File: src/rtl/core/nau_pkg.sv
// Shared types and codes for the NAL access unit merger.
// Used by every module in rtl/core; depends on nothing.
`default_nettype none

package nau_pkg;

	// Register indexes on the configuration port
	localparam logic REG_MERGE_MODE  = 1'b0;
	localparam logic REG_CACHE_LIMIT = 1'b1;

	// merge_mode codes (code 3 behaves as raw)
	localparam logic [1:0] MODE_RAW           = 2'd0;
	localparam logic [1:0] MODE_START_CODE    = 2'd1;
	localparam logic [1:0] MODE_LENGTH_PREFIX = 2'd2;

	// Input command codes
	localparam logic CMD_UNIT  = 1'b0;
	localparam logic CMD_FLUSH = 1'b1;

	// result_kind codes
	localparam logic KIND_MERGED = 1'b0;
	localparam logic KIND_PASS   = 1'b1;

	localparam logic [7:0]  CACHE_LIMIT_RESET = 8'd100;
	localparam logic [24:0] PREFIX_BYTES      = 25'd4;
	localparam logic [8:0]  COUNT_MAX         = 9'h1FF;
	localparam logic [31:0] LEN_MAX           = 32'hFFFF_FFFF;

	// One input descriptor
	typedef struct packed {
		logic        command;
		logic        is_h26x;
		logic [31:0] decode_stamp;
		logic [31:0] present_stamp;
		logic [23:0] unit_size;
		logic [2:0]  prefix_length;
		logic        key_unit;
		logic        decodable;
		logic        droppable;
		logic        config_unit;
	} nau_unit_t;

	// One result word
	typedef struct packed {
		logic        result_kind;
		logic [31:0] out_decode_stamp;
		logic [31:0] out_present_stamp;
		logic        out_key;
		logic [8:0]  unit_count;
		logic [31:0] merged_length;
	} nau_result_t;

	// Cache status seen by the top level
	typedef struct packed {
		logic       emit;
		logic [8:0] cached_count;
	} nau_status_t;

endpackage

`default_nettype wire

File: src/rtl/core/nal_access_unit_merger.sv
// Top level of the NAL access unit merger: config registers and handshakes.
// Depends on nau_pkg, nau_input_stage, nau_cache, nau_output_stage.
//
// Collects H.264/H.265 NAL unit descriptors and emits one merged access
// unit word (last unit's stamps, OR of key flags, unit count, saturating
// byte length) each time the flush rule of merge_mode fires; descriptors
// of other codecs pass through as key frames, and a flush command empties
// the cache. One descriptor is taken every clock cycle unless the input
// side stalls; the flush decision, length sum and cache update are all
// combinational between the input register and the cache registers. A result
// word is registered in the result register. The input side stalls only when a
// descriptor that produces a result meets a full result register that is
// not being taken. Write configuration only while the block is idle;
// cfg_ready is always high.
`default_nettype none

module nal_access_unit_merger (
	input  wire logic        clk,
	input  wire logic        arst_n,
	// Configuration write channel
	input  wire logic        cfg_valid,
	output logic             cfg_ready,
	input  wire logic        cfg_index,
	input  wire logic [7:0]  cfg_data,
	// Descriptor channel
	input  wire logic        in_valid,
	output logic             in_ready,
	input  wire logic        command,
	input  wire logic        is_h26x,
	input  wire logic [31:0] decode_stamp,
	input  wire logic [31:0] present_stamp,
	input  wire logic [23:0] unit_size,
	input  wire logic [2:0]  prefix_length,
	input  wire logic        key_unit,
	input  wire logic        decodable,
	input  wire logic        droppable,
	input  wire logic        config_unit,
	// Result channel
	output logic             out_valid,
	input  wire logic        out_ready,
	output logic             result_kind,
	output logic [31:0]      out_decode_stamp,
	output logic [31:0]      out_present_stamp,
	output logic             out_key,
	output logic [8:0]       unit_count,
	output logic [31:0]      merged_length
);
	import nau_pkg::*;

	logic [1:0]  merge_mode_q;
	logic [7:0]  cache_limit_q;
	nau_unit_t   in_unit;
	nau_unit_t   unit_s1;
	logic        valid_s1;
	logic        advance;
	nau_status_t status;
	nau_result_t result_next;
	nau_result_t result_q;

	// Configuration registers
	assign cfg_ready = 1'b1;

	always_ff @(posedge clk or negedge arst_n) begin
		if (!arst_n) begin
			merge_mode_q  <= MODE_RAW;
			cache_limit_q <= CACHE_LIMIT_RESET;
		end else if (cfg_valid && cfg_ready) begin
			unique case (cfg_index)
				REG_MERGE_MODE:  merge_mode_q  <= cfg_data[1:0];
				REG_CACHE_LIMIT: cache_limit_q <= cfg_data;
			endcase
		end
	end

	assign in_unit = '{command: command, is_h26x: is_h26x, decode_stamp: decode_stamp,
		present_stamp: present_stamp, unit_size: unit_size,
		prefix_length: prefix_length, key_unit: key_unit, decodable: decodable,
		droppable: droppable, config_unit: config_unit};

	// The held word moves on unless its result would hit a blocked output
	assign advance = valid_s1 && (!status.emit || !out_valid || out_ready);

	nau_input_stage u_input (
		.clk      (clk),
		.arst_n   (arst_n),
		.in_valid (in_valid),
		.in_ready (in_ready),
		.in_unit  (in_unit),
		.advance  (advance),
		.valid_s1 (valid_s1),
		.unit_s1  (unit_s1)
	);

	nau_cache u_cache (
		.clk         (clk),
		.arst_n      (arst_n),
		.merge_mode  (merge_mode_q),
		.cache_limit (cache_limit_q),
		.advance     (advance),
		.unit_s1     (unit_s1),
		.status      (status),
		.result      (result_next)
	);

	nau_output_stage u_output (
		.clk       (clk),
		.arst_n    (arst_n),
		.load      (advance && status.emit),
		.result_in (result_next),
		.out_ready (out_ready),
		.out_valid (out_valid),
		.result_q  (result_q)
	);

	assign result_kind       = result_q.result_kind;
	assign out_decode_stamp  = result_q.out_decode_stamp;
	assign out_present_stamp = result_q.out_present_stamp;
	assign out_key           = result_q.out_key;
	assign unit_count        = result_q.unit_count;
	assign merged_length     = result_q.merged_length;

	// Checks

	// cache never grows past the largest limit plus one
	a_count_bound: assert property (@(posedge clk) disable iff (!arst_n)
		status.cached_count <= 9'd256)
		else $error("cache count out of range");

	// a word that yields a result always lands in the result register
	a_emit_loads: assert property (@(posedge clk) disable iff (!arst_n)
		advance && status.emit |=> out_valid)
		else $error("result lost");

	// a held descriptor that does not move on stays held
	a_hold_s1: assert property (@(posedge clk) disable iff (!arst_n)
		valid_s1 && !advance |=> valid_s1)
		else $error("descriptor dropped");

	// every emitted frame holds at least one unit
	a_count_nonzero: assert property (@(posedge clk) disable iff (!arst_n)
		out_valid |-> unit_count != 9'd0)
		else $error("empty frame emitted");

endmodule

`default_nettype wire

File: src/rtl/core/nau_input_stage.sv
// Input register of the merger: holds one accepted descriptor word.
// Depends on nau_pkg.
`default_nettype none

module nau_input_stage (
	input  wire logic              clk,
	input  wire logic              arst_n,
	input  wire logic              in_valid,
	output logic                   in_ready,
	input  wire nau_pkg::nau_unit_t in_unit,
	input  wire logic              advance,
	output logic                   valid_s1,
	output nau_pkg::nau_unit_t     unit_s1
);
	import nau_pkg::*;

	logic accept;

	// Take a new word when none is held or the held one moves on this cycle
	assign in_ready = !valid_s1 || advance;
	assign accept   = in_valid && in_ready;

	always_ff @(posedge clk or negedge arst_n) begin
		if (!arst_n) begin
			valid_s1 <= 1'b0;
		end else if (accept) begin
			valid_s1 <= 1'b1;
		end else if (advance) begin
			valid_s1 <= 1'b0;
		end
	end

	// Payload, no reset
	always_ff @(posedge clk) begin
		if (accept) begin
			unit_s1 <= in_unit;
		end
	end

endmodule

`default_nettype wire

File: src/rtl/core/nau_cache.sv
// Access unit cache: flush decision, result build and cache state update.
// Depends on nau_pkg.
`default_nettype none

module nau_cache (
	input  wire logic               clk,
	input  wire logic               arst_n,
	input  wire logic [1:0]         merge_mode,
	input  wire logic [7:0]         cache_limit,
	input  wire logic               advance,
	input  wire nau_pkg::nau_unit_t unit_s1,
	output nau_pkg::nau_status_t    status,
	output nau_pkg::nau_result_t    result
);
	import nau_pkg::*;

	// Cache state
	logic [8:0]  count_q;
	logic [31:0] last_dts_q;
	logic [31:0] last_pts_q;
	logic [23:0] last_size_q;
	logic [31:0] run_len_q;
	logic        any_key_q;
	logic        have_dec_q;
	logic        have_drop_q;
	logic        have_cfg_q;

	// Next state
	logic [8:0]  count_d;
	logic [31:0] last_dts_d;
	logic [31:0] last_pts_d;
	logic [23:0] last_size_d;
	logic [31:0] run_len_d;
	logic        any_key_d;
	logic        have_dec_d;
	logic        have_drop_d;
	logic        have_cfg_d;

	logic        is_empty;
	logic        over;
	logic        prefixed;
	logic        stamp_change;
	logic        flush_unit;
	logic        emit;
	logic [31:0] flush_len;
	logic [24:0] bytes;
	logic [32:0] sum;
	logic [31:0] base_len;
	logic [8:0]  base_count;

	// Flush decision
	assign is_empty     = (count_q == 9'd0);
	assign over         = (count_q > {1'b0, cache_limit});
	assign prefixed     = (merge_mode == MODE_START_CODE) || (merge_mode == MODE_LENGTH_PREFIX);
	assign stamp_change = (last_dts_q != unit_s1.decode_stamp);

	always_comb begin
		if (is_empty) begin
			flush_unit = 1'b0;
		end else if (prefixed) begin
			flush_unit = (unit_s1.droppable && !have_cfg_q)
				|| ((have_dec_q || have_drop_q)
					&& (stamp_change || unit_s1.decodable || unit_s1.config_unit))
				|| over;
		end else begin
			flush_unit = (unit_s1.prefix_length != 3'd0) || stamp_change || over;
		end
	end

	// A single unit frame keeps its own size outside length prefix mode
	assign flush_len = (count_q == 9'd1 && merge_mode != MODE_LENGTH_PREFIX)
		? {8'd0, last_size_q} : run_len_q;

	// Bytes the incoming unit adds to the frame
	always_comb begin
		unique case (merge_mode)
			MODE_START_CODE: begin
				bytes = (unit_s1.prefix_length != 3'd0) ? {1'b0, unit_s1.unit_size}
					: {1'b0, unit_s1.unit_size} + PREFIX_BYTES;
			end
			MODE_LENGTH_PREFIX: begin
				bytes = ((unit_s1.unit_size > {21'd0, unit_s1.prefix_length})
					? {1'b0, unit_s1.unit_size} - {22'd0, unit_s1.prefix_length}
					: 25'd0) + PREFIX_BYTES;
			end
			default: begin
				bytes = {1'b0, unit_s1.unit_size};
			end
		endcase
	end

	// Result word and next state
	always_comb begin
		emit        = 1'b0;
		result      = '{result_kind: KIND_MERGED, out_decode_stamp: last_dts_q,
			out_present_stamp: last_pts_q, out_key: any_key_q,
			unit_count: count_q, merged_length: flush_len};
		count_d     = count_q;
		last_dts_d  = last_dts_q;
		last_pts_d  = last_pts_q;
		last_size_d = last_size_q;
		run_len_d   = run_len_q;
		any_key_d   = any_key_q;
		have_dec_d  = have_dec_q;
		have_drop_d = have_drop_q;
		have_cfg_d  = have_cfg_q;
		base_len    = run_len_q;
		base_count  = count_q;
		sum         = 33'd0;

		if (unit_s1.command == CMD_FLUSH) begin
			// Flush request: report if anything is cached, then empty
			emit        = !is_empty;
			count_d     = 9'd0;
			run_len_d   = 32'd0;
			last_size_d = 24'd0;
			any_key_d   = 1'b0;
			have_dec_d  = 1'b0;
			have_drop_d = 1'b0;
			have_cfg_d  = 1'b0;
		end else if (!unit_s1.is_h26x) begin
			// Other codecs pass through as a key frame
			emit   = 1'b1;
			result = '{result_kind: KIND_PASS, out_decode_stamp: unit_s1.decode_stamp,
				out_present_stamp: unit_s1.present_stamp, out_key: 1'b1,
				unit_count: 9'd1, merged_length: {8'd0, unit_s1.unit_size}};
		end else begin
			emit = flush_unit;
			if (flush_unit) begin
				base_len    = 32'd0;
				base_count  = 9'd0;
				any_key_d   = 1'b0;
				have_dec_d  = 1'b0;
				have_drop_d = 1'b0;
				have_cfg_d  = 1'b0;
			end
			have_dec_d  = have_dec_d  || unit_s1.decodable;
			have_drop_d = have_drop_d || unit_s1.droppable;
			have_cfg_d  = have_cfg_d  || unit_s1.config_unit;
			any_key_d   = any_key_d   || unit_s1.key_unit;
			count_d     = (base_count == COUNT_MAX) ? base_count : base_count + 9'd1;
			last_dts_d  = unit_s1.decode_stamp;
			last_pts_d  = unit_s1.present_stamp;
			last_size_d = unit_s1.unit_size;
			sum         = {1'b0, base_len} + {8'd0, bytes};
			run_len_d   = sum[32] ? LEN_MAX : sum[31:0];
		end
	end

	assign status = '{emit: emit, cached_count: count_q};

	always_ff @(posedge clk or negedge arst_n) begin
		if (!arst_n) begin
			count_q     <= 9'd0;
			last_dts_q  <= 32'd0;
			last_pts_q  <= 32'd0;
			last_size_q <= 24'd0;
			run_len_q   <= 32'd0;
			any_key_q   <= 1'b0;
			have_dec_q  <= 1'b0;
			have_drop_q <= 1'b0;
			have_cfg_q  <= 1'b0;
		end else if (advance) begin
			count_q     <= count_d;
			last_dts_q  <= last_dts_d;
			last_pts_q  <= last_pts_d;
			last_size_q <= last_size_d;
			run_len_q   <= run_len_d;
			any_key_q   <= any_key_d;
			have_dec_q  <= have_dec_d;
			have_drop_q <= have_drop_d;
			have_cfg_q  <= have_cfg_d;
		end
	end

endmodule

`default_nettype wire

File: src/rtl/core/nau_output_stage.sv
// Result register of the merger: holds one result word until taken.
// Depends on nau_pkg.
`default_nettype none

module nau_output_stage (
	input  wire logic                 clk,
	input  wire logic                 arst_n,
	input  wire logic                 load,
	input  wire nau_pkg::nau_result_t result_in,
	input  wire logic                 out_ready,
	output logic                      out_valid,
	output nau_pkg::nau_result_t      result_q
);
	import nau_pkg::*;

	always_ff @(posedge clk or negedge arst_n) begin
		if (!arst_n) begin
			out_valid <= 1'b0;
		end else if (load) begin
			out_valid <= 1'b1;
		end else if (out_ready) begin
			out_valid <= 1'b0;
		end
	end

	// Payload, no reset
	always_ff @(posedge clk) begin
		if (load) begin
			result_q <= result_in;
		end
	end

endmodule

`default_nettype wire
File: config.mk
export PLATFORM = sky130hd
export DESIGN_NAME = nal_access_unit_merger
export DESIGN_NICKNAME = d
export VERILOG_FILES = /design/src/rtl/core/nau_pkg.sv /design/src/rtl/core/nal_access_unit_merger.sv /design/src/rtl/core/nau_input_stage.sv /design/src/rtl/core/nau_cache.sv /design/src/rtl/core/nau_output_stage.sv
export SDC_FILE = /design/constraint.sdc
export NUM_CORES = 1
export LEC_CHECK = 0
export BUFFER_PORTS_ARGS = -buffer_cell sky130_fd_sc_hd__buf_2
export CORE_UTILIZATION = 30
export DETAILED_ROUTE_END_ITERATION = 12
export PLACE_DENSITY = 0.56
export SLEW_MARGIN = 5
export SYNTH_ARGS = -nofsm -noshare
export SYNTH_HDL_FRONTEND = slang
export SYNTH_SLANG_ARGS = --single-unit
File: constraint.sdc
create_clock -name clk -period 12.2 [get_ports clk]
set_clock_uncertainty 0.05 [all_clocks]
set_input_delay 1.22 -clock clk [delete_from_list [all_inputs] [get_ports clk]]
set_output_delay 1.22 -clock clk [all_outputs]
set_load 0.05 [all_outputs]
# Yosys cells after proc, flatten, opt, wreduce, memory -nomap -nowiden
# Index checks and enable logic that the tools add are counted.
# classes
n_addsub,5
order_cmp,2
n_eq_ne,6
n_mux,48
bitwise,2
n_reduce_logical,35
# ops
cell,n
2-to-1 mux 32 bit,7
2-to-1 mux 107 bit,1
2-to-1 mux 106 bit,1
2-to-1 mux 9 bit,6
2-to-1 mux 25 bit,2
one-hot mux 25 bit (2 select lines),1
2-to-1 mux 24 bit,2
adder 32 x 25 -> 33 bit,1
!= test 32 bit,1
2-to-1 mux 1 bit,28
"adder 24 x 3 -> 25 bit, second input constant",1
"adder 25 x 3 -> 25 bit, second input constant",1
subtractor 24 x 3 -> 25 bit,1
> comparator 24 x 3 -> 1 bit,1
logical OR 1 bit,15
"adder 9 x 1 -> 9 bit, second input constant",1
"== test 9 x 1 -> 1 bit, second input constant",1
"== test 9 bit, second input constant",1
> comparator 9 x 8 -> 1 bit,1
logical NOT 9 bit,1
logical AND 1 bit,6
AND reduction 2 bit,3
nonzero test 2 bit,3
logical NOT 1 bit,5
6 further kinds,7
# word_totals
ff_bits,349
in_bits,111
out_inout_bits,110
word_cells,127

# Depth between registers and ports, before layout
# Gate-level depths: netlist of the first run.
# logic_depth
depth_word,17
mapped_depth,28

# Modules after synthesis
# From an unflattened synthesis of the first run, not the netlist that was laid out.
# unflattened
cells_unflattened,1757
area_unflattened_um2,17588.1
# by_module_without_submodules
module,n_inst,cells_per_inst,area_each_um2
nau_cache,1,1518,10923.0
nau_output_stage,1,110,3249.4
nau_input_stage,1,101,2966.6
nal_access_unit_merger,1,28,449.2

# Least setup slack after synthesis of the first run
# OpenSTA, ideal clock, no wires.
# synth_path
kind,register -> register
from,register u_input.unit_s1[5] (netlist name)
to,register u_cache.run_len_q[14]
setup_ns,0.120
t_arrival_ns,5.709
path_slack_ns,6.321
path_stages_with_launch,29
period_less_slack_ns,5.879
path_cell_list,edfxtp_1 -> inv_1 -> ha_1 -> nor2b_1 -> o21ai_2 -> a21oi_1 -> nor4b_4 -> buf_2 -> or2_2 -> inv_1 -> ha_1 -> inv_1 -> a221o_1 -> buf_2 -> nand2b_4 -> nor4_2 -> xnor2_1 -> o21ai_1 -> ha_1 -> a21o_1 -> a211oi_1 -> o21ai_0 -> a31o_2 -> a221o_1 -> o31a_1 -> and4_1 -> clkbuf_1 -> o21ai_0 -> nand2_1
# synth_via
elab_chain_cells,12
elab_cells_between_ends,25
cone_classes,add/sub: 3; order compare: 1; mux: 13; reduce/logical: 8
# synth_rtl
item,line,rtl
"parallel branches: the longest is 12 deep, another holds adder 32 x 25 -> 33 bit",n/a,
to (signal assigned),nau_cache.sv:168,run_len_q <= run_len_d;
to (decl),nau_cache.sv:22,logic [31:0] run_len_q;
# Parallel ways; which one is timed is not known. The select of a mux whose other input is x is not followed.
# A chain may end at the register's enable or synchronous reset.

# Final worst setup path of the first run
# layout_path
from,register u_input.unit_s1[12] (netlist name)
to,register u_cache.run_len_q[3]
# layout_via
elab_chain_cells,8
elab_cells_between_ends,11
cone_classes,add/sub: 4; order compare: 1; mux: 6
# layout_rtl
item,line,rtl
subtractor 24 x 3 -> 25 bit / > comparator 24 x 3 -> 1 bit (equally long branches),"nau_cache.sv:83, nau_cache.sv:82",
2-to-1 mux 25 bit,nau_cache.sv:83,"? {1'b0, unit_s1.unit_size} - {22'd0, unit_s1.prefix_length}"
adder 25 x 3 -> 25 bit,nau_cache.sv:84,: 25'd0) + PREFIX_BYTES;
one-hot mux 25 bit (2 select lines) *,nau_cache.sv:76,unique case (merge_mode)
adder 32 x 25 -> 33 bit *,nau_cache.sv:145,"sum = {1'b0, base_len} + {8'd0, bytes};"
2-to-1 mux 32 bit *,nau_cache.sv:146,run_len_d = sum[32] ? LEN_MAX : sum[31:0];
2-to-1 mux 32 bit *,nau_cache.sv:121,end else if (!unit_s1.is_h26x) begin
2-to-1 mux 32 bit *,nau_cache.sv:111,if (unit_s1.command == CMD_FLUSH) begin
# Every way passes the cells marked *; elsewhere a longest branch is shown, timed or not. The select of a mux whose other input is x is not followed.

==> metrics.md, run 1 <==
| Metric | Value |
|---|---|
| Final instance area | 0.0206 mm² |
| 1st-pass router iterations | 9 |
| Post-CTS Resized | 0 |
| Crit-path cells | or4_1 -> nor2_1 -> nand2_1 -> nor4b_4 -> buf_4 -> or2_2 -> inv_1 -> ha_1 -> inv_1 -> a221o_1 -> nand2b_4 -> o31ai_1 -> a221oi_1 -> a31oi_1 -> ha_1 -> and3_1 -> nand2_1 -> o21ai_0 -> a221o_1 -> o31a_1 -> and4_1 -> o21ai_0 -> nand2_1 |
| Antenna violations before repair | 11 |
| Seq/Total Area, Yosys | 56.0% |
| Type of the worst setup path | flip-flop to flip-flop |
| Cell count of the worst hold path | 2 |
| Type of the worst min-delay path | flip-flop to flip-flop |
| Worst Path Buf+Inv | 3 |
| PD cells | 174 mW/mm² |
| Grt met2 use | 25.9% |
| Fmax | 142 MHz |
| Global routing usage on met3 | 3.30% |
| Top-area cell type share of the netlist area | 35.1% |
| CP max stage delay | 0.82 ns |
| Synth warnings | 0 |
| Worst skew pair latency | 0.57 ns |
| Max-cap violations | 0 |
| H-Tree Depth | 2 |
| CORE AREA | 0.0576 mm² |
| Initial core utilization | 30.3% |
| Fin. max-slew vios | 0 |
| Sink Count | 349 |
| Nets | 2073 |
| Leak Pwr | 0.00906 µW |
| CTS tree | built |
| DRC | 0 |
| CTS Buffer Depth | 3 |
| CP dominant cell by count | nand2_1 |
| GRT Total Usage | 16.8% |
| Synth area leaders | edfxtp_1, dfrtp_1, nand2_1 |
| Most used DFF post-synth | edfxtp_1 |
| Die width | 243 µm |
| Area Growth Syn to Fin | 18.3% |
| Critical path endpoint category | flip-flop |
| Final critical-path required period | 7.04 ns |
| FF/Latch Area | 0.00976 mm² |
| Detail Route Antenna Nets | 0 |
| Vias in the first global route | 13012 |
| Root Driver | clkbuf_16 |
| Setup-failing EPs final | 0 |
| Avg WL per Cell | 18.4 µm |
| Initial DRC count | 991 |
| CP required | 12.64 ns |
| Proportion of layout cells with a drive suffix above 1 | 17.7% |
| Count leader, synth | nand2_1 |
| First-pass GRT wire length | 77500 µm |
| Top delay family on crit path | simple AND/OR/NAND/NOR gates |
| Syn Nets | 1891 |
| Fill cells | 5734 |
| Die Ht | 243 µm |
| Setup TNS | 0 ns |
| CP arrival | 7.48 ns |
| Full die area | 0.0591 mm² |
| RSZ-0062 raised after global routing | false |
| Syn Std Cell Area | 0.0174 mm² |
| M1 GR Usage | 23.7% |
| GRT overflow | 0 |
| Area leader, netlist | edfxtp_1 |
| DP Wirelength | 34300 µm |
| Final Hold Vio Count | 0 |
| Avg Inst Size Synth | 10.0 µm² |
| Total vias in the final route | 13373 |
| Worst Reg-to-Reg Cells | 23 |
| Least-Margin Pin Slew | 1.05 ns |
| Number of synthesized flops with an enable pin | 204 |
| Via/cell ratio | 4.92 |
| Ratio of final minimum period to clock period | 57.7% |
| Ys async rst share | 41.5% |
| Cts hold-fix bufs | 0 |
| Outcome | finished, final reports clean |
| Post-place instance area | 0.0193 mm² |
| GRT busiest layer | met2 |
| WP depth | 23 |
| Final wirelength | 50200 µm |
| Synth unique cells | 82 |
| Gate Count Post-Synth | 1737 |
| Slowest cell on the critical path | and4_1 |
| Setup bufs post-CTS | 0 |
| Largest net degree at the start of global routing | 101 |
| Multi-input gate area | 0.00723 mm² |
| I/O Buffers | 219 |
| Commonest cells post-synth | nand2_1, edfxtp_1, dfrtp_1 |
| Crit Path Max Fanout | 24 |
| Io pins | 221 |
| Startpoint Class | flip-flop |
| Rel. slew slack | 29.6% |
| GP Congestion | 0.867 |
| Max VDD drop | 0.000107 V |
| FP Rows | 88 |
| TritonCTS buffer count | 40 |
| Flip-flop and latch count after synthesis | 349 |
| Clock-pin slew on the worst setup and hold paths | 0.06 ns |
## worst min-delay path: stages (launching register included)
cell and delay, ns:
edfxtp_1 0.34, nand2_1 0.05, nand2_1 0.05
## flip-flops by register name (all words and copies together) (netlist names), 2 cells and up
| name | cells |
|---|---|
| u_output.result_q | 107 |
| u_input.unit_s1 | 97 |
| u_cache.last_dts_q | 32 |
| u_cache.last_pts_q | 32 |
| u_cache.run_len_q | 32 |
| u_cache.last_size_q | 24 |
| u_cache.count_q | 9 |
| cache_limit_q | 8 |
| merge_mode_q | 2 |
## power by group
group	leakage (µW)	switching, µW	internal (µW)	total [µW]
sequential	0.00383	105	1440	1540
combinational	0.00457	553	267	820
clock	0.000659	505	727	1230
total	0.00906	1160	2430	3590
## through the flow
| stage | std cells | worst slack (ns) | hold slack, ns | power (µW) | util [%] |
|---|---|---|---|---|---|
| detailed placement | 2642 | 5.29 | 0.402 | 2380 | 33.4 |
| finish | 2720 | 5.16 | 0.416 | 3590 | 35.8 |
| floorplan | 1737 | 6.32 | 0.391 | 2140 | - |
| global placement | 2642 | 5.39 | 0.398 | 2370 | 33.4 |
| CTS | 2716 | 5.21 | 0.414 | 3640 | 35.8 |
| global route | 2720 | 4.69 | 0.424 | 3770 | 35.8 |
## final cells by class
type                    count  area share (%)
inverters                  30           0.552
diodes                      4          0.0485
well taps                 765            4.64
repair buffers            232            5.82
clock inverters            20            1.07
flip-flops and latches    349            47.3
multi-input cells        1266            35.0
clock buffers              54            5.51
## cell families after synthesis
| group | share of synthesized area, % |
|---|---|
| and+or+nand+nor | 21.5 |
| DFF | 56.0 |
| AOI/OAI and AO/OA | 10.5 |
| buffers and inverters | 2.79 |
| xor gates and xnor gates | 3.90 |
| adders and majority gates | 3.17 |
| muxes | 2.12 |
| other | 0.0215 |
## routing by layer
metal / wire length (µm) / up-vias / part of all wire [%]
li1: - / 6433 / -
met1: 23700 / 6488 / 47
met2: 22800 / 366 / 45
met3: 2620 / 72 / 5.2
met4: 947 / 14 / 1.9
met5: 81 / - / 0.16
## placed cells by master, fill, tap and decap left out, types with 6 or more instances in the layout
cell       instances
a211oi_1           7
a21o_1            15
a21oi_1           48
a22o_1            25
a31oi_1           10
and2_1            46
and3_1            24
and4_1             6
buf_2            218
buf_4             13
clkbuf_1           8
clkbuf_16         42
clkinv_2           7
dfrtp_1          142
edfxtp_1         204
ha_1              41
inv_1             29
mux2_2             8
mux2i_1           28
nand2_1          545
nand2b_1          13
nand3_1           21
nand4_1           21
nor2_1            57
nor2b_1            6
nor3_1            22
nor4_1            12
o211ai_1           9
o21ai_0          108
o21ai_1            6
o21bai_1           7
or2_2              9
or3_1             10
or4_1              8
xnor2_1           50
xor2_1            24
## final timing paths
kind	from	end	slack [ns]
worst max register to register	u_input.unit_s1[12]	u_cache.run_len_q[3]	5.16
worst min register to register	u_input.unit_s1[56]	u_cache.last_pts_q[25]	0.42
min in group asynchronous	arst_n	u_cache.last_dts_q[21]	0.75
max in group asynchronous	arst_n	u_cache.last_pts_q[27]	10.09
worst max-delay path	u_input.unit_s1[12]	u_cache.run_len_q[3]	5.16
worst min-delay path	u_input.unit_s1[56]	u_cache.last_pts_q[25]	0.42
No activity file was read; power rests on OpenSTA's default activity.
==> run 2, diff against run 1 <==
--- a/config.mk
+++ b/config.mk
@@ -8,7 +8,7 @@
 export BUFFER_PORTS_ARGS = -buffer_cell sky130_fd_sc_hd__buf_2
 export CORE_UTILIZATION = 30
 export DETAILED_ROUTE_END_ITERATION = 12
-export PLACE_DENSITY = 0.56
+export PLACE_DENSITY = 0.58
 export SLEW_MARGIN = 5
 export SYNTH_ARGS = -nofsm -noshare
 export SYNTH_HDL_FRONTEND = slang
==> constraint.sdc (replaced) <==
create_clock -name clk -period 6 [get_ports clk]
set_clock_uncertainty 0.05 [all_clocks]
set_input_delay 0.6 -clock clk [delete_from_list [all_inputs] [get_ports clk]]
set_output_delay 0.6 -clock clk [all_outputs]
set_load 0.05 [all_outputs]
==> metrics.md, run 2 (synthesis results as in run 1) <==
| Metric | Value |
|---|---|
| CP max stage delay | 0.45 ns (-0.37 ns) |
| Critical path endpoint category | flip-flop |
| CP dominant cell by count | o211ai_1 |
| DP Wirelength | 35100 µm (+2.4%) |
| Final instance area | 0.0213 mm² (+3.2%) |
| Max reg flops | 107 (unchanged) |
| Initial DRC count | 839 (-15%) |
| Slowest cell on the critical path | or4_4 |
| Proportion of layout cells with a drive suffix above 1 | 20.8% (+3.0 points) |
| CTS tree | built |
| Least-Margin Pin Slew | 1.06 ns (+0.0119 ns) |
| CP required | 6.37 ns (-6.27 ns) |
| GRT overflow | 0 (unchanged) |
| Vias in the first global route | 13558 (+4.2%) |
| Die width | 243 µm (unchanged) |
| Final wirelength | 51300 µm (+2.2%) |
| Type of the worst setup path | flip-flop to flip-flop |
| Worst Path Buf+Inv | 2 (-1) |
| 1st-pass router iterations | 5 (-4) |
| TritonCTS buffer count | 42 (+5.0%) |
| Inst Count DP | 2686 (+1.7%) |
| Worst Setup Slack, final | 0.358 ns (-4.80 ns) |
| GRT Total Usage | 17.2% (+0.40 points) |
| Layout Cells excl Fill | 2775 (+2.0%) |
| Fill cells | 5681 (-0.92%) |
| Full die area | 0.0591 mm² (unchanged) |
| Outcome | finished, final reports clean |
| Worst skew pair latency | 0.59 ns (+0.02 ns) |
| Post-place setup slack | 0.118 ns (-5.17 ns) |
| Worst hold slack | 0.0263 ns (-0.389 ns) |
| Ratio of final minimum period to clock period | 94.0% (+36 points) |
| Fin. max-slew vios | 0 (unchanged) |
| Max-cap violations | 0 (unchanged) |
| Fmax | 177 MHz (+25%) |
| Leak Pwr | 0.00941 µW (+3.9%) |
| Die Ht | 243 µm (unchanged) |
| I/O Buffers | 219 (unchanged) |
| DRC | 0 (unchanged) |
| Sink Count | 349 (unchanged) |
| Overall power | 7680 µW (+110%) |
| Antenna violations before repair | 2 (-9) |
| Largest net degree at the start of global routing | 92 (-8.9%) |
| Type of the worst min-delay path | input pin to async pin |
| Commonest non-fill, non-tap cells in the layout | nand2_1, buf_2, edfxtp_1, dfrtp_1, o21ai_0 |
| Total vias in the final route | 13743 (+2.8%) |
| Final Hold Vio Count | 0 (unchanged) |
| Area Growth Syn to Fin | 22.0% |
| Post-place instance area | 0.0196 mm² (+1.8%) |
| Top reg by flops | u_output.result_q |
| Root Driver | clkbuf_16 |
| FP Rows | 88 (unchanged) |
| CP arrival | 6.01 ns (-1.47 ns) |
| Commonest non-fill, non-tap cell in the layout | nand2_1 |
| Initial core utilization | 30.3% (unchanged) |
| GP Congestion | 0.888 (+2.3%) |
| Via/cell ratio | 4.95 (+0.73%) |
| Max VDD drop | 0.000189 V (+77%) |
| First-pass GRT wire length | 79200 µm (+2.2%) |
| Multi-input gate area | 0.00731 mm² (+1.2%) |
| Clock-pin slew on the worst setup and hold paths | 0.06 ns (about the same) |
| Rel. slew slack | 29.1% (-0.52 points) |
| Avg WL per Cell | 18.5 µm (+0.21%) |
| Crit-path cells | inv_1 -> ha_1 -> fa_1 -> nor2b_1 -> or3_4 -> or4_4 -> a2111oi_4 -> nand2_2 -> nor4b_4 -> mux2i_1 -> o211ai_1 -> ha_2 -> a21o_1 -> a211oi_1 -> o21ai_0 -> a31o_2 -> a221o_1 -> o31a_1 -> and4_1 -> buf_4 -> nand2_1 -> o211ai_1 |
| H-Tree Depth | 2 (unchanged) |
| Detail Route Antenna Nets | 0 (unchanged) |
| Final critical-path required period | 5.64 ns (-1.40 ns) |
| CORE AREA | 0.0576 mm² (unchanged) |
| CTS Buffer Depth | 3 (unchanged) |
| Largest regs | u_output.result_q: 107 flops, u_input.unit_s1: 97 flops |
| Top delay family on crit path | compound AO/OA/AOI/OAI gates |
| Crit Path Max Fanout | 10 (-58%) |
| Startpoint Class | flip-flop |
| Io pins | 221 (unchanged) |
| PD cells | 361 mW/mm² (+110%) |
| FF/Latch Area | 0.00976 mm² (unchanged) |
| Nets | 2128 (+2.7%) |
| Setup-failing EPs final | 0 (unchanged) |
run 2: worst paths after layout:
path	start	to	slack, ns	cells after the start
max	u_input.unit_s1[7]	u_cache.run_len_q[15]	0.36	22
min	arst_n	u_cache.last_dts_q[25]	0.03	1
max reg2reg	u_input.unit_s1[7]	u_cache.run_len_q[15]	0.36	22
min reg2reg	u_input.unit_s1[57]	u_cache.last_pts_q[26]	0.41	2
max in group asynchronous	arst_n	u_cache.last_pts_q[25]	4.46	2
min in group clk	present_stamp[31]	u_input.unit_s1[62]	0.14	1
run 2: cell type report:
class,count,area share (%)
multi-input cells,1266,34.4
clock buffers,57,5.44
inverters,30,0.535
clock inverters,21,1.71
diodes,2,0.0235
well taps,765,4.50
flip-flops and latches,349,45.9
repair buffers,285,7.57
run 2: through the flow:
| stage | util, % | setup TNS, ns |
|---|---|---|
| after detailed placement | 34.0 | 0 |
| after global placement | 34.0 | 0 |
| after CTS | 36.7 | 0 |
| after global routing | 37.0 | -0.0217 |
| after floorplan | - | 0 |
| final | 37.0 | 0 |
run 2: power breakdown:
| part | leakage [µW] | internal [µW] | switching [µW] |
|---|---|---|---|
| logic | 0.00485 | 592 | 1170 |
| clock network | 0.000734 | 1720 | 1070 |
| registers | 0.00383 | 2920 | 202 |
| total | 0.00941 | 5230 | 2450 |
run 2: what timing repair did:
action                     in CTS  in global routing
gates resized for setup         0                 26
setup endpoints to repair       0                 31
hold buffers                    0                  0
setup buffers                   0                  9
run 2: metal layers:
| layer | vias up | GRT usage, % | wire (µm) |
|---|---|---|---|
| met1 | 6683 | 23.7 | 23400 |
| li1 | 6540 | - | - |
| met2 | 418 | 26.9 | 23500 |
| met5 | - | 0 | 0 |
| met3 | 102 | 2.63 | 2490 |
| met4 | 0 | 6.81 | 1890 |
==> run 3, diff against run 2 <==
--- a/config.mk
+++ b/config.mk
@@ -8,7 +8,6 @@
 export BUFFER_PORTS_ARGS = -buffer_cell sky130_fd_sc_hd__buf_2
 export CORE_UTILIZATION = 30
 export DETAILED_ROUTE_END_ITERATION = 12
-export PLACE_DENSITY = 0.58
 export SLEW_MARGIN = 5
 export SYNTH_ARGS = -nofsm -noshare
 export SYNTH_HDL_FRONTEND = slang
==> metrics.md, run 3 (synthesis results as in run 1) <==
| Metric | Value |
|---|---|
| Outcome | finished, final reports clean |
| Avg WL per Cell | 18.6 µm (+0.60%) |
| FP Rows | 88 (unchanged) |
| CP required | 6.40 ns (+0.03 ns) |
| GRT Total Usage | 17.1% (-0.029 points) |
| Post-place instance area | 0.0196 mm² (+0.18%) |
| First-pass GRT wire length | 79700 µm (+0.64%) |
| Detail Route Antenna Nets | 0 (unchanged) |
| DRC | 0 (unchanged) |
| Sink Count | 349 (unchanged) |
| H-Tree Depth | 2 (unchanged) |
| Leak Pwr | 0.00936 µW (-0.59%) |
| Largest regs | u_output.result_q: 107 flops, u_input.unit_s1: 97 flops |
| Ratio of final minimum period to clock period | 95.0% (+0.95 points) |
| Die width | 243 µm (unchanged) |
| Antenna violations before repair | 5 (+3) |
| Part of the power in the clock network | 33.6% (-2.7 points) |
| Die Ht | 243 µm (unchanged) |
| Final wirelength | 51700 µm (+0.71%) |
| Io pins | 221 (unchanged) |
| CTS Buffer Depth | 3 (unchanged) |
| Clock-pin slew on the worst setup and hold paths | 0.06 ns (about the same) |
| CP max stage delay | 0.53 ns (+0.08 ns) |
| Fin. max-slew vios | 0 (unchanged) |
| I/O Buffers | 219 (unchanged) |
| Worst Path Buf+Inv | 3 (+1) |
| Fmax | 175 MHz (-1.0%) |
| Internal power | 4940 µW (-5.5%) |
| DP Wirelength | 35900 µm (+2.1%) |
| Top reg by flops | u_output.result_q |
| Initial core utilization | 30.3% (unchanged) |
| Vias in the first global route | 13358 (-1.5%) |
| Max reg flops | 107 (unchanged) |
| Final instance area | 0.0211 mm² (-0.85%) |
| GRT overflow | 0 (unchanged) |
| Final critical-path required period | 5.70 ns (+0.0573 ns) |
| Rel. slew slack | 31.8% (+2.8 points) |
| Top delay family on crit path | compound AO/OA/AOI/OAI gates |
| Logic gate share of total power | 24.1% (+1.1 points) |
| Max-cap violations | 0 (unchanged) |
| TritonCTS buffer count | 41 (-2.4%) |
| Final Hold Vio Count | 0 (unchanged) |
| PD cells | 350 mW/mm² (-3.1%) |
| Via/cell ratio | 4.97 (+0.30%) |
| Switching Power | 2440 µW (-0.53%) |
| Commonest non-fill, non-tap cells in the layout | nand2_1, buf_2, edfxtp_1, dfrtp_1, o21ai_0 |
| CP arrival | 6.10 ns (+0.09 ns) |
| Max VDD drop | 0.000171 V (-9.6%) |
| Slowest cell on the critical path | or4_4 |
| Critical path endpoint category | flip-flop |
| Type of the worst setup path | flip-flop to flip-flop |
| Worst skew pair latency | 0.57 ns (-0.02 ns) |
| Nets | 2130 (+0.094%) |
| CORE AREA | 0.0576 mm² (unchanged) |
| Largest net degree at the start of global routing | 95 (+3.3%) |
| Setup-failing EPs final | 0 (unchanged) |
| Cts hold-fix bufs | 0 (unchanged) |
| Least-Margin Pin Slew | 1.02 ns (-0.0417 ns) |
| Overall power | 7380 µW (-3.9%) |
| Crit-path cells | ha_1 -> nor2b_2 -> o21ai_4 -> nand2_1 -> or4_4 -> a2111oi_4 -> buf_4 -> and2_1 -> nand2_1 -> xnor2_1 -> o21ai_0 -> buf_4 -> ha_1 -> and3_1 -> a221oi_1 -> o21ai_1 -> a221o_1 -> o31a_1 -> and4_1 -> buf_4 -> o21ai_0 -> nand2_1 |
| 1st-pass router iterations | 5 (unchanged) |
| Sw Share | 33.0% (+1.1 points) |
| Initial DRC count | 1153 (+37%) |
| Type of the worst min-delay path | input pin to async pin |
| CTS tree | built |
| GP Congestion | 0.916 (+3.2%) |
| Root Driver | clkbuf_16 |
| Sequential share of power | 42.3% (+1.6 points) |
| Commonest non-fill, non-tap cell in the layout | nand2_1 |
| Crit Path Max Fanout | 15 (+5) |
| Proportion of layout cells with a drive suffix above 1 | 20.9% (+0.089 points) |
| Startpoint Class | flip-flop |
| Area Growth Syn to Fin | 21.0% |
| Total vias in the final route | 13799 (+0.41%) |
| Full die area | 0.0591 mm² (unchanged) |
[run 3: cell count changes in the layout (fill, tap and decap cells not counted), moves of 2 or more]
| cell | change |
|---|---|
| buf_4 | +3 |
| clkinvlp_4 | -2 |
| clkbuf_1 | -6 |
| diode_2 | +2 |
| clkinv_2 | +7 |
| clkbuf_8 | +2 |
| clkinv_1 | +3 |
| bufinv_16 | -7 |
[run 3: through the flow]
step                instances  TNS, ns  hold slack (ns)  utilization, %  setup slack, ns
finish                   2778        0           0.0835            36.6            0.301
global route             2778  -0.0378            0.118            36.6          -0.0205
CTS                      2767        0            0.107            36.4           0.0274
detailed placement       2691        0            0.405            34.1           0.0671
global placement         2691        0            0.398            34.1            0.153
floorplan                1737        0            0.254               -            0.121
[run 3: worst register-to-register path: cells and delay by family, from the launching register on]
| family | cells | cell delay [ns] |
|---|---|---|
| and+or+nand+nor | 8 | 1.65 |
| buffers and inverters | 3 | 0.58 |
| DFF | 1 | 0.43 |
| adders and majority gates | 2 | 0.61 |
| AOI/OAI and AO/OA | 8 | 2.14 |
| xor gates and xnor gates | 1 | 0.13 |
[run 3: final timing paths]
path	from	end	slack [ns]	depth (start not counted)
max	u_input.unit_s1[8]	u_cache.run_len_q[6]	0.30	22
min	arst_n	u_cache.last_dts_q[16]	0.08	1
max reg2reg	u_input.unit_s1[8]	u_cache.run_len_q[6]	0.30	22
min reg2reg	u_input.unit_s1[3]	u_cache.any_key_q	0.41	1
max in group asynchronous	arst_n	u_cache.last_pts_q[24]	4.47	2
min in group clk	decode_stamp[14]	u_input.unit_s1[77]	0.15	1
[run 3: power by group through the flow]
stage / registers (µW) / clock network [µW] / logic, µW
global placement: 3150 / 0 / 1730
finish: 3120 / 2480 / 1780
floorplan: 3400 / 0 / 960
detailed placement: 3160 / 0 / 1760
global route: 3150 / 2650 / 1950
CTS: 3120 / 2560 / 1770
[run 3: metal layers]
layer  vias up  wire, µm  share of wire, %  GRT usage, %
li1       6539         -                 -             -
met1      6772     23900                46          24.0
met2       420     23600                46          26.6
met3        68      2860               5.5          2.94
met4         0      1310               2.5          5.81
met5         -         0                 0             0
[run 3: layout make-up]
type | count | area, µm²
fillers | 5690 | 36500
flip-flops and latches | 349 | 9760
multi-input cells | 1266 | 7280
repair buffers | 288 | 1630
clock buffers | 53 | 1160
well taps | 765 | 957
clock inverters | 23 | 183
inverters | 30 | 114
diodes | 4 | 10.0
[run 3: timing repair]
action                     4_1_cts  5_1_grt
setup endpoints to repair        0       32
gates resized for setup          0       21
setup buffers                    0        7
